`src/multibeam_pointing_offset_core_assert.svh`:
```
// assertion macros for the pointing offset core
`ifndef MULTIBEAM_POINTING_OFFSET_CORE_ASSERT_SVH
`define MULTIBEAM_POINTING_OFFSET_CORE_ASSERT_SVH

// same-cycle implication
`define MBPO_ASSERT_IMP(label, pre, post, msg) \
  label: assert property (@(posedge clk) disable iff (rst) (pre) |-> (post)) else $error(msg);

// next-cycle implication
`define MBPO_ASSERT_NEXT(label, pre, post, msg) \
  label: assert property (@(posedge clk) disable iff (rst) (pre) |=> (post)) else $error(msg);

`endif

```
`src/mbpo_pkg.sv`:
```
`timescale 1ns / 1ps
`default_nettype none

package mbpo_pkg;

  localparam int FRACTION_BITS = 16;
  localparam int CORDIC_STEPS  = 20;
  localparam int ANG_SHIFT     = 32 - FRACTION_BITS;

  localparam int AZ_W      = 25;
  localparam int ZEN_W     = 23;
  localparam int BEAM_W    = 3;
  localparam int ROT_W     = 26;
  localparam int RAD_W     = 26;
  localparam int CFG_IDX_W = 2;

  localparam logic [CFG_IDX_W-1:0] REG_AZ_RADIUS  = CFG_IDX_W'(0);
  localparam logic [CFG_IDX_W-1:0] REG_ZEN_RADIUS = CFG_IDX_W'(1);

  localparam logic [RAD_W-1:0] AZ_RADIUS_RST =
    RAD_W'(((64'd32906 << FRACTION_BITS) + 64'd50) / 64'd100);
  localparam logic [RAD_W-1:0] ZEN_RADIUS_RST =
    RAD_W'(((64'd384005 << FRACTION_BITS) + 64'd500) / 64'd1000);

  localparam logic [BEAM_W-1:0] BEAM_FIRST_OUTER = BEAM_W'(1);
  localparam logic [BEAM_W-1:0] BEAM_LAST_OUTER  = BEAM_W'(6);

  // angles inside are degrees in Q32, trig values Q30
  localparam int ANG_W     = 44;
  localparam int TRIG_W    = 32;
  localparam int TRIG_FRAC = 30;

  localparam logic signed [ANG_W-1:0] DEG60     = $signed(ANG_W'(64'd60 << 32));
  localparam logic signed [ANG_W-1:0] DEG120    = $signed(ANG_W'(64'd120 << 32));
  localparam logic signed [ANG_W-1:0] QUARTER   = $signed(ANG_W'(64'd90 << 32));
  localparam logic signed [ANG_W-1:0] HALF_TURN = $signed(ANG_W'(64'd180 << 32));
  localparam logic signed [ANG_W-1:0] TURN      = $signed(ANG_W'(64'd360 << 32));
  localparam logic signed [ANG_W-1:0] TURN2     = $signed(ANG_W'(64'd720 << 32));
  localparam logic signed [ANG_W-1:0] TURN3     = $signed(ANG_W'(64'd1080 << 32));
  localparam logic signed [ANG_W-1:0] RND_HALF  = $signed(ANG_W'(64'd1 << (ANG_SHIFT - 1)));
  localparam logic [ANG_W-1:0]        AZ_FULL   = ANG_W'(64'd360 << FRACTION_BITS);

  localparam logic signed [TRIG_W-1:0] GAIN_Q30 = TRIG_W'(652032874);

  // offset = round(radius * trig / (225 * 2^(FRACTION_BITS+2)))
  localparam int P_W       = RAD_W + TRIG_W;
  localparam int DIV_SHIFT = FRACTION_BITS + 2;
  localparam logic [P_W:0] DIV_HALF = (P_W+1)'(64'd1800 << (FRACTION_BITS - 2));
  localparam int X_W     = P_W + 1 - DIV_SHIFT;
  localparam int RCP_K   = X_W + 8;
  localparam int RCP_M_W = X_W + 1;
  localparam logic [RCP_M_W-1:0] RCP_M =
    RCP_M_W'(((64'd1 << RCP_K) + 64'd224) / 64'd225);
  localparam int H_W  = (X_W + 1) / 2;
  localparam int MH_W = RCP_M_W - H_W;
  localparam int Q_W  = X_W - 7;
  localparam int NQ_W = Q_W + 1;

  // quotient of Q32 by Q30 kept to Q32, limit 360 degrees minus one step
  localparam int QQ_W      = 41;
  localparam int OVF_SHIFT = QQ_W - TRIG_FRAC;
  localparam int REM_W     = TRIG_W + 1;
  localparam logic [QQ_W-1:0] QUOT_LIMIT = QQ_W'((64'd360 << 32) - 64'd1);

  localparam int SC_LAT = CORDIC_STEPS + 3;
  localparam int DZ_LAT = 2;
  localparam int QD_LAT = QQ_W + 1;

  function automatic logic signed [ANG_W-1:0] atan_q32(input int i);
    logic signed [ANG_W-1:0] r;
    case (i)
      0:  r = 44'sd193273528320;
      1:  r = 44'sd114096026022;
      2:  r = 44'sd60285206653;
      3:  r = 44'sd30601712202;
      4:  r = 44'sd15360239177;
      5:  r = 44'sd7687607536;
      6:  r = 44'sd3844741810;
      7:  r = 44'sd1922488125;
      8:  r = 44'sd961258770;
      9:  r = 44'sd480631224;
      10: r = 44'sd240315841;
      11: r = 44'sd120157949;
      12: r = 44'sd60078978;
      13: r = 44'sd30039489;
      14: r = 44'sd15019745;
      15: r = 44'sd7509872;
      16: r = 44'sd3754936;
      17: r = 44'sd1877468;
      18: r = 44'sd938734;
      19: r = 44'sd469367;
      20: r = 44'sd234684;
      21: r = 44'sd117342;
      22: r = 44'sd58671;
      23: r = 44'sd29335;
      24: r = 44'sd14668;
      25: r = 44'sd7334;
      26: r = 44'sd3667;
      27: r = 44'sd1833;
      28: r = 44'sd917;
      29: r = 44'sd458;
      30: r = 44'sd229;
      31: r = 44'sd115;
      default: r = '0;
    endcase
    return r;
  endfunction

  function automatic logic signed [ANG_W-1:0] beam_angle(input logic [BEAM_W-1:0] b);
    logic signed [ANG_W-1:0] r;
    case (b)
      3'd1:    r = DEG120;
      3'd2:    r = HALF_TURN;
      3'd3:    r = -DEG120;
      3'd4:    r = -DEG60;
      3'd6:    r = DEG60;
      default: r = '0;
    endcase
    return r;
  endfunction

endpackage

`default_nettype wire

```
`src/mbpo_div225.sv`:
```
`timescale 1ns / 1ps
`default_nettype none

module mbpo_div225 (
  input  logic                         clk,
  input  logic                         en,
  input  logic [mbpo_pkg::X_W-1:0]     x,
  output logic [mbpo_pkg::Q_W-1:0]     q
);
  import mbpo_pkg::*;

  localparam int XH_W  = X_W - H_W;
  localparam int PHH_W = XH_W + MH_W;
  localparam int PHL_W = XH_W + H_W;
  localparam int PLH_W = H_W + MH_W;
  localparam int PLL_W = H_W + H_W;
  localparam int SUM_W = X_W + RCP_M_W;
  localparam logic [MH_W-1:0] RCP_MH = RCP_M[RCP_M_W-1:H_W];
  localparam logic [H_W-1:0]  RCP_ML = RCP_M[H_W-1:0];

  logic [XH_W-1:0]  xh;
  logic [H_W-1:0]   xl;
  logic [PHH_W-1:0] pp_hh;
  logic [PHL_W-1:0] pp_hl;
  logic [PLH_W-1:0] pp_lh;
  logic [PLL_W-1:0] pp_ll;
  logic [SUM_W-1:0] sum;

  assign xh = x[X_W-1:H_W];
  assign xl = x[H_W-1:0];

  // multiply by the scaled reciprocal of 225 in four partial products
  assign sum = (SUM_W'(pp_hh) << (2 * H_W)) + (SUM_W'(pp_hl) << H_W)
             + (SUM_W'(pp_lh) << H_W) + SUM_W'(pp_ll);

  always_ff @(posedge clk) begin
    if (en) begin
      pp_hh <= PHH_W'(xh) * PHH_W'(RCP_MH);
      pp_hl <= PHL_W'(xh) * PHL_W'(RCP_ML);
      pp_lh <= PLH_W'(xl) * PLH_W'(RCP_MH);
      pp_ll <= PLL_W'(xl) * PLL_W'(RCP_ML);
      q     <= sum[SUM_W-1:RCP_K];
    end
  end

endmodule

`default_nettype wire

```
`config.mk`:
```
export PLATFORM = sky130hd
export DESIGN_NAME = mbpo_div225
export DESIGN_NICKNAME = d
export VERILOG_FILES = /design/src/multibeam_pointing_offset_core_assert.svh /design/src/mbpo_pkg.sv /design/src/mbpo_div225.sv
export SDC_FILE = /design/constraint.sdc
export NUM_CORES = 2
export LEC_CHECK = 0
export ABC_AREA = 1
export BUFFER_PORTS_ARGS = -buffer_cell sky130_fd_sc_hd__buf_2
export CORE_MARGIN = 10
export CORE_UTILIZATION = 47
export CTS_CLUSTER_DIAMETER = 40
export CTS_CLUSTER_SIZE = 10
export DETAILED_ROUTE_END_ITERATION = 6
export GPL_TIMING_DRIVEN = 1
export HOLD_SLACK_MARGIN = 0.06
export SLEW_MARGIN = 10
export SYNTH_ARGS = -nofsm -noshare
export SYNTH_HDL_FRONTEND = slang
export SYNTH_SLANG_ARGS = --single-unit
```
`constraint.sdc`:
```
create_clock -name clk -period 6.4 [get_ports clk]
set_input_delay 0.96 -clock clk [delete_from_list [all_inputs] [get_ports clk]]
set_output_delay 0.96 -clock clk [all_outputs]
set_load 0.01 [all_outputs]
```
## Word-level counts from Yosys, hierarchy flattened

Index checks and enable logic that the tools add are counted.

- Register bits after elaboration: 190
- Output and inout bits: 34

- Add/subtract/negate cells: 3
- $mul: 4

Operator list:

| operator | number |
|---|---|
| 83-bit by 41-bit adder with 83-bit output | 1 |
| 83-bit by 61-bit adder with 83-bit output | 1 |
| 83-bit by 63-bit adder with 83-bit output | 1 |
| 21-bit by 20-bit multiplier with 41-bit output (second input constant) | 1 |
| 20-bit by 20-bit multiplier with 40-bit output (second input constant) | 1 |
| 21-bit by 17-bit multiplier with 38-bit output (second input constant) | 1 |
| 20-bit by 17-bit multiplier with 37-bit output (second input constant) | 1 |

## Longest topological paths before layout

- Depth in word-level cells: 3
- Depth in mapped cells: 25
- Mapped depth without buffers: 25

## Least setup slack after synthesis

Ideal clock, no wire load.

- Path kind: input to register
- Start point: in x[6] in the netlist's numbering
- End point: reg pp_ll[34] (data pin)
- Arrival time: 5465 ps
- Slack: 682 ps
- Stages on the path: 20
- Data required time: 6148 ps
- Cell sequence: inv_1 -> fa_1 -> inv_1 -> fa_1 -> fa_1 -> inv_1 -> fa_1 -> inv_1 -> fa_1 -> inv_1 -> fa_1 -> inv_1 -> ha_1 -> nand2_1 -> nor2_1 -> inv_1 -> nor4_1 -> nand2_1 -> nand3_1 -> nand2_1

- Cells in the longest elaborated chain, start to end: 1

RTL lines:

| item | RTL line | text |
|---|---|---|
| from (decl) | mbpo_div225.sv:7 | `input logic [mbpo_pkg::X_W-1:0] x,` |
| 21-bit by 17-bit multiplier with 38-bit output | mbpo_div225.sv:41 | `pp_ll <= PLL_W'(xl) * PLL_W'(RCP_ML);` |
| to (signal assigned) | mbpo_div225.sv:41 |  |
| to (decl) | mbpo_div225.sv:26 | `logic [PLL_W-1:0] pp_ll;` |

No other way between the ends.
A chain may end at the register's enable or synchronous reset.

## Final worst setup path

- Start point: in x[4] in the netlist's numbering
- End point: reg pp_lh[39] (data pin)

- Cells in the longest elaborated chain, start to end: 1

RTL lines:

| item | RTL line | text |
|---|---|---|
| 21-bit by 20-bit multiplier with 41-bit output | mbpo_div225.sv:40 | `pp_lh <= PLH_W'(xl) * PLH_W'(RCP_MH);` |
| to (signal assigned) | mbpo_div225.sv:40 |  |
| to (decl) | mbpo_div225.sv:25 | `logic [PLH_W-1:0] pp_lh;` |

No other way between the ends.

==> metrics.txt <==
diode count 0; Via-to-Cell Ratio 5.18; Die Span Y 302 um; largest net degree at the start of global routing 59; actual transition at the worst max-transition pin 876 ps; Hold Startpoint pp_hh[39]; CP arrival 6110 ps; cts bufs inserted 17; most frequent cells in the layout 1,104 x inv_1, 945 x nand2_1, 693 x ha_1; H-tree levels 4; Tcrit/Tclk final 92.1%; initial antenna violation count 2; vias in the first global route 31,000; fillers 7,708; # setup viols final 0; reg-to-reg startpoint pp_lh[38]; Worst-path clk slew 70 ps; Crit. Startpoint x[4]; Net Count, Synth 5,746; most used cell, CP fa_1; FF+latch area 5040 um2; clock tree buffer depth 2; number of hold buffers added after cts 0; core box area 79,000 um2; Syn Std Cell Area 37,400 um2; Routed WL 116,000 um; Setup crit end kind register; I/O Pins 77; most common cell after layout, fill and taps aside inv_1; max incr delay on CP 550 ps; die footprint 91,300 um2; unrepaired setup endpoints after global routing no; slowest cell on the critical path fa_1; post-placement cell area 40,000 um2; clock tree root buffer cell clkbuf_16; routed via count 29,800; PortBufs 76; Hold WS 684 ps; hpwl dp 104,000 um; crit path launch type primary input; WP data required 6610 ps; crit-path leading delay family adder cells; worst path bufs/invs 6; post-synthesis cell count 4,497; TritonCTS clock tree yes; detailed router's first-iteration violation count 1,997; TritonRoute pass-1 iters 7; register area share after synthesis 13.5%; final-report hold violation count 0; GRT Resource Usage Total 26.1%; post-CTS setup buffer count 0; final net count 5,949; die width 302 um; Reg2Reg Depth 12; post-DR wirelength/cell 20.1 um; Max Cap Viol 0; drc violations 0; Hold Crit Class reg -> reg; P&R area growth vs syn 8.30%; layout cells sized above 1 6.24%; Final Util 51.3%; Mean Syn Cell Area 8.33 um2; Max Fclk 170 MHz; max-slew violations 0; CP cell instances buf_2 > buf_4 > ha_1 > ha_1 > inv_1 > fa_1 > fa_1 > inv_1 > fa_1 > inv_1 > fa_1 > inv_1 > fa_1 > ha_1 > a21oi_1 > o21ai_0 > a21oi_1 > nand3_1 > nand2_1 > nand2_1 > nand2_1 > nand2_1; status finished, final reports clean; Clock Skews 19.7 ps; Final ANT Viol Nets 0; clock latency on the worst-skew pair 460 ps; RR Endpoint q[27]; hold path cells 2; Resized cells post-CTS 0; min cycle time layout 5890 ps; standard-cell rows 103; CP Class in -> reg; Max Fanout on Critical Path 7; GRT overflow 0; Synth Register Bits 168; Rel. slew slack 41.4%; GP Congestion 0.980; worst reg-to-reg setup slack 3480 ps; Starting Density 47.4%; area occupied by multi-input gates 28,200 um2; setup TNS 0 ps; clk sinks 168; Finished Cell Area 40,500 um2; Hold EP q[32]; Ys Warns 0; global-route wire length before repair 181,000 um; post-synthesis cell type count 40
## registers in the layout, indices dropped and copies added (netlist names)
name   cells
pp_hh     37
pp_hl     37
pp_lh     38
pp_ll     22
q         34
## per-stage QoR
step                setup slack, ps  std cells
floorplan                       682       4497
global placement               35.3       5731
detailed placement             82.8       5731
CTS                             547       5763
global route                    234       5763
finish                          505       5763
## per-layer routing
metal	vias up	part of all wire (%)	global-route usage, %
li1	14500	-	-
met1	14500	46	36.2
met2	788	46	42.9
met3	121	5.6	3.40
met4	2	2.4	5.88
met5	-	0.011	0
## Yosys cell counts (all sizes together)
cell       n  share of area [%]
o211ai     2              0.040
a21boi     5               0.10
o311ai     2              0.047
o21bai    19               0.39
a31oi      7               0.12
and2       4              0.067
nand4     32               0.53
nor3      38               0.60
xor2      52                1.2
fa       513                 27
a21o      20               0.40
nand3    153                2.1
xnor2     29               0.68
or2        1              0.017
nand3b     7               0.14
and3       1              0.017
edfxtp   168                 13
o21a      13               0.26
o21ai    116                1.7
nor2     302                3.2
nor4       7               0.15
a21oi    235                3.2
ha       693                 23
inv     1111                 11
nand2    967                9.8
## cell type report
type	instances	area share, %
flip-flops and latches	168	12.4
well taps	1050	3.24
multi-input cells	3218	69.6
clock inverters	14	0.380
clock buffers	18	1.06
repair buffers	184	2.98
inverters	1111	10.3
## how the worst max path moves through the flow
stage	end	depth (start not counted)
2_1_floorplan	pp_ll[34]	20
3_3_place_gp	pp_lh[31]	22
3_5_place_dp	pp_lh[41]	22
4_1_cts	pp_lh[41]	22
5_1_grt	pp_lh[41]	22
6_report	pp_lh[39]	22
## worst reg2reg max path: cells and delay by family (launching register included)
kind            cells  cell delay [ps]
compound gates      3              670
fa+ha+maj           2              910
buf+inv             2              140
flops               1              500
simple gates        5              440
## logic make-up (layout without fill, tap and decap cells)
family	Yosys count	in the layout	share of synthesized area, %
XOR/XNOR	81	81	1.89
AO/OA/AOI/OAI	419	419	6.27
flip-flops	168	168	13.5
AND/OR/NAND/NOR	1512	1512	16.6
adder cells (fa/ha/maj)	1206	1206	50.6
buffers and inverters	1111	1327	11.1
Power is not shown: default switching activity piles up to over one toggle a cycle in this logic, so the estimate is an artifact.
